`config.mk`:
```
export PLATFORM = sky130hd
export DESIGN_NAME = chacha_front
export DESIGN_NICKNAME = d
export VERILOG_FILES = /design/src/chacha_pkg.sv /design/src/chacha_front.sv
export SDC_FILE = /design/constraint.sdc
export NUM_CORES = 1
export LEC_CHECK = 0
export ABC_CLOCK_PERIOD_IN_PS = 15900
export BUFFER_PORTS_ARGS = -buffer_cell sky130_fd_sc_hd__buf_2
export CAP_MARGIN = 0
export CORE_AREA = 2 2 332 334
export CTS_CLUSTER_SIZE = 12
export DETAILED_ROUTE_END_ITERATION = 8
export DIE_AREA = 0 0 334 336
export PLACE_DENSITY = 0.47
export SYNTH_ARGS = -nofsm -noshare
export SYNTH_HDL_FRONTEND = slang
export SYNTH_SLANG_ARGS = --single-unit
export TNS_END_PERCENT = 20
```
`constraint.sdc`:
```
create_clock -name aclk -period 15.9 [get_ports aclk]
set_clock_uncertainty 0.1 [all_clocks]
set_input_delay 3.18 -clock aclk [delete_from_list [all_inputs] [get_ports aclk]]
set_output_delay 3.18 -clock aclk [all_outputs]
set_load 0.02 [all_outputs]
```
`src/chacha_pkg.sv`:
```
// Shared types, constants and helpers for the ChaCha stream cipher unit.
// No dependencies.
package chacha_pkg;

    localparam int unsigned CfgCount = 8;
    localparam int unsigned CfgIdxW  = 3;
    localparam int unsigned QueueDepth = 2;

    typedef enum logic [1:0] {
        REQ_DATA  = 2'd0,
        REQ_SET   = 2'd1,
        REQ_LOAD  = 2'd2,
        REQ_NONE  = 2'd3
    } req_t;

    typedef enum logic [2:0] {
        CFG_KEY0   = 3'd0,
        CFG_KEY1   = 3'd1,
        CFG_KEY2   = 3'd2,
        CFG_KEY3   = 3'd3,
        CFG_NONCE0 = 3'd4,
        CFG_NONCE1 = 3'd5,
        CFG_NONCE2 = 3'd6,
        CFG_SET    = 3'd7
    } cfg_idx_t;

    typedef enum logic [1:0] {
        NSZ_64  = 2'd0,
        NSZ_96  = 2'd1,
        NSZ_128 = 2'd2,
        NSZ_192 = 2'd3
    } nonce_size_t;

    typedef enum logic [2:0] {
        ST_IDLE,
        ST_ROUND,
        ST_FINISH,
        ST_OUT
    } core_state_t;

    typedef struct packed {
        logic [1:0]  req_type;
        logic [63:0] data_in;
        logic        end_of_message;
        logic [63:0] block_number;
    } in_item_t;

    typedef struct packed {
        logic [63:0] data_out;
        logic        last_of_message;
    } out_item_t;

    typedef logic [15:0][31:0] cc_state_t;

    function automatic logic [31:0] sigma_word(input logic key256, input logic [1:0] i);
        logic [31:0] w;
        case (i)
            2'd0: w = 32'h61707865;
            2'd1: w = key256 ? 32'h3320646e : 32'h3120646e;
            2'd2: w = key256 ? 32'h79622d32 : 32'h79622d36;
            default: w = 32'h6b206574;
        endcase
        return w;
    endfunction

    function automatic logic [127:0] qr(input logic [127:0] v);
        logic [31:0] a, b, c, d;
        a = v[31:0]; b = v[63:32]; c = v[95:64]; d = v[127:96];
        a = a + b; d = d ^ a; d = {d[15:0], d[31:16]};
        c = c + d; b = b ^ c; b = {b[19:0], b[31:20]};
        a = a + b; d = d ^ a; d = {d[23:0], d[31:24]};
        c = c + d; b = b ^ c; b = {b[24:0], b[31:25]};
        return {d, c, b, a};
    endfunction

endpackage

```
`src/chacha_front.sv`:
```
// Front end: configuration registers, request queue toward the round core.
// Depends on chacha_pkg.
module chacha_front (
    input  logic                 aclk,
    input  logic                 aresetn,
    input  logic                 cfg_we,
    input  logic [2:0]           cfg_index,
    input  logic [63:0]          cfg_data,
    input  logic                 s_valid,
    output logic                 s_ready,
    input  chacha_pkg::in_item_t s_item,
    output logic                 q_valid,
    input  logic                 q_ready,
    output chacha_pkg::in_item_t q_item,
    output logic [7:0][63:0]     regs
);
    import chacha_pkg::*;

    logic [7:0][63:0] regs_reg;
    in_item_t         q_mem [QueueDepth];
    logic             wr_ptr_reg, rd_ptr_reg;
    logic [1:0]       cnt_reg;
    logic             push, pop;

    assign regs    = regs_reg;
    assign s_ready = (cnt_reg != 2'(QueueDepth));
    assign q_valid = (cnt_reg != 2'd0);
    assign q_item  = q_mem[rd_ptr_reg];
    // unknown requests never enter the queue
    assign push    = s_valid && s_ready && (s_item.req_type != REQ_NONE);
    assign pop     = q_valid && q_ready;

    always_ff @(posedge aclk) begin
        if (!aresetn) begin
            regs_reg <= '0;
            regs_reg[CFG_SET] <= 64'd3;
        end else if (cfg_we) begin
            if (cfg_index == CFG_SET) regs_reg[CFG_SET] <= {57'd0, cfg_data[6:0]};
            else regs_reg[cfg_index] <= cfg_data;
        end
    end

    always_ff @(posedge aclk) begin
        if (push) q_mem[wr_ptr_reg] <= s_item;
    end

    always_ff @(posedge aclk) begin
        if (!aresetn) begin
            wr_ptr_reg <= 1'b0;
            rd_ptr_reg <= 1'b0;
            cnt_reg    <= 2'd0;
        end else begin
            if (push) wr_ptr_reg <= ~wr_ptr_reg;
            if (pop)  rd_ptr_reg <= ~rd_ptr_reg;
            cnt_reg <= cnt_reg + 2'(push) - 2'(pop);
        end
    end
endmodule

```
==> flow_summary.ini <==
[sta]
hold_viol = 0
tns_ns = 0
drv_slew = 0
worst_pin_slew_ns = 1.28
max_freq_mhz = 154
slew_headroom_pct = 14.4
final.min_clock_period_ns = 6.50
period_share_pct = 40.9
postLayoutSetupSlackWorst_ns = 9.40
setup_violations = 0
rsz0062_at_grt = false

[placement]
place_congestion = 0.766
postPlaceCellArea_mm2 = 0.0324
portBuffers = 847
pre_cts_slack_ns = 9.35
dp_hpwl_mm = 74.1

[detailed_routing]
wl_met2_mm = 51.7
top_layer_used = met5
vias = 21500
drt_wl_total_mm = 108
drtIter0Drc = 1341
ant_nets = 0
wl_per_cell_um = 22.3
wl_met1_mm = 43.9
vias_per_cell = 4.45
drc = 0
dr.pass1.iters = 5
route.met3.wl_mm = 9.18

[worst_hold_path]
hold_end = regs[335]
hp-start = regs[335]
holdCritPathClass = flop to flop
holdPathStages = 2

[pwr]
combPwrFrac_pct = 12.2
p_total_mw = 4.81
power.internal_mw = 3.52
p_sw_mw = 1.29
powerDensity_mw_per_mm2 = 136
seq_power_share_pct = 45.7
ir_drop_mv = 0.0888
swShare_pct = 26.8
leakage_nw = 14.3
clkPwrFrac_pct = 42.1

[floorplanning]
die_area_mm2 = 0.112
boundaryPins = 848
die_w_um = 334
die_y_um = 336
core_area_mm2 = 0.108
start_util_pct = 24.8
placementRows = 121

[cts]
htree_levels = 3
cts_tree = built
cts_buffer_depth = 3
clk_pin_slew_ns = 0.06
cts_buffers = 87
postCtsHoldBufs = 0
cts_root_buffer = clkbuf_16
cts_resized = 0
postCtsSetupRepairBufs = 0
insertion_delay_ns = 0.66
cts_sinks = 779

[logic_synthesis]
synth.distinct_cells = 31
syn_avg_cell_area_um2 = 10.5
ys_seq_elements = 779
synthesis.nets = 2762
syn_area_mm2 = 0.0269
ys.warnings.count = 0
synthCells = 2558
yosysSeqAreaShare_pct = 67.8

[global_routing]
grt-ovfl-total = 0
grt_pass1_vias = 20300
grt_max_degree = 208
antenna_found_initial = 34
grtUsageTotal_pct = 18.3
grt_pass1_wl_mm = 150

[finish]
drive_above_1_share_pct = 33.7
mostFrequentLayoutCells = nand2_1 (915), buf_2 (847), dfxtp_1 (516)
final_area_mm2 = 0.0353
nets = 3547
largest_reg_flops = 512
num-fill-cells = 11300
post-route-util_pct = 32.5
area.growth.synth_to_final_pct = 31.3
final_common_cell = nand2_1

[critical_path]
worstSetupPathType = flop to output port
r2r_setup_slack_ns = 12.51
crit_chain = buf_4, mux2_2, buf_2
startpoint_type = flop
max_stage_delay_ns = 0.99
required_ns = 12.62
r2r_cells = 5
critPathCaptureType = output port
path_buf_inv = 2
timing.rr.end = q_mem[0][22]
timing.rr.start = cnt_reg[0]
critPathMaxFanout = 68
cp.arrival_ns = 3.22
slowest_stage = dfxtp_4
cpLargestDelayFamily = buffers and inverters

[run_status]
status = complete, no violations

[run]
max_cap_violations = 0
worst max path at each step:
| stage | startpoint | end | slack, ns | depth (start not counted) |
|---|---|---|---|---|
| CTS | flop | q_item[28] | 9.27 | 3 |
| floorplan | s_valid | q_mem[0][0] | 6.09 | 3 |
| detailed placement | s_item[130] | q_mem[0][10] | 9.35 | 6 |
| global placement | s_valid | q_mem[0][38] | 9.32 | 6 |
| finish | flop | q_item[28] | 9.40 | 3 |
| global route | flop | q_item[28] | 9.21 | 3 |
metrics by stage:
stage | std cells | hold WS (ns)
after floorplan | 2558 | 0.372
after global routing | 4829 | 0.364
after detailed placement | 4668 | 0.343
final | 4833 | 0.350
after global placement | 4668 | 0.339
after CTS | 4828 | 0.351
area by class of cell:
type | count | area [µm²] | area share, %
flip-flops and latches | 779 | 18200 | 51.7
well taps | 1414 | 1770 | 5.02
repair buffers | 870 | 4420 | 12.5
diodes | 5 | 12.5 | 0.0355
clock buffers | 131 | 2570 | 7.28
inverters | 1 | 11.3 | 0.0319
clock inverters | 29 | 314 | 0.891
multi-input cells | 1604 | 7950 | 22.5
worst min-delay path, cell delays in order, from the launching register on:
cell	delay, ns
dfxtp_1	0.30
nand2_1	0.05
a21oi_1	0.05
Yosys cell counts (all sizes together):
master	instances	share of area, %
nand3	7	0.13
clkbuf	89	1.2
nand4	1	0.023
dfxtp	517	39
o21a	1	0.028
and2	1	0.023
mux2	131	5.5
nor3	4	0.14
or2	1	0.023
xor2	2	0.065
and3	58	1.4
mux2i	1	0.037
a21oi	453	8.4
nand2b	4	0.093
nand2	918	13
buf	85	1.7
inv	1	0.014
nor2b	4	0.093
o21ai	1	0.019
edfxtp	262	29
nand3b	1	0.028
ha	1	0.047
nor2	13	0.28
a21boi	1	0.028
o21ba	1	0.037
power groups by stage:
stage               clock network (mW)  registers, mW  logic (mW)
floorplan                            0           2.26       0.335
global placement                     0           2.24       0.594
detailed placement                   0           2.24       0.594
CTS                               2.08           2.20       0.596
global route                      2.16           2.21       0.624
finish                            2.03           2.20       0.586
per-layer routing:
layer / GRT usage [%] / up-vias
met1: 22.1 / 10400
li1: - / 10100
met5: 0 / -
met4: 5.22 / 4
met2: 31.0 / 798
met3: 6.16 / 181
cell families after synthesis:
group                    Yosys count  share of synthesized area, %
multiplexers                     132                          5.53
adder cells (fa/ha/maj)            1                        0.0466
buffers and inverters            175                          2.99
AND/OR/NAND/NOR                 1012                          15.0
XOR/XNOR                           2                        0.0652
AO/OA/AOI/OAI                    457                          8.55
flip-flops                       779                          67.8
Power figures use the tool's default switching activity.
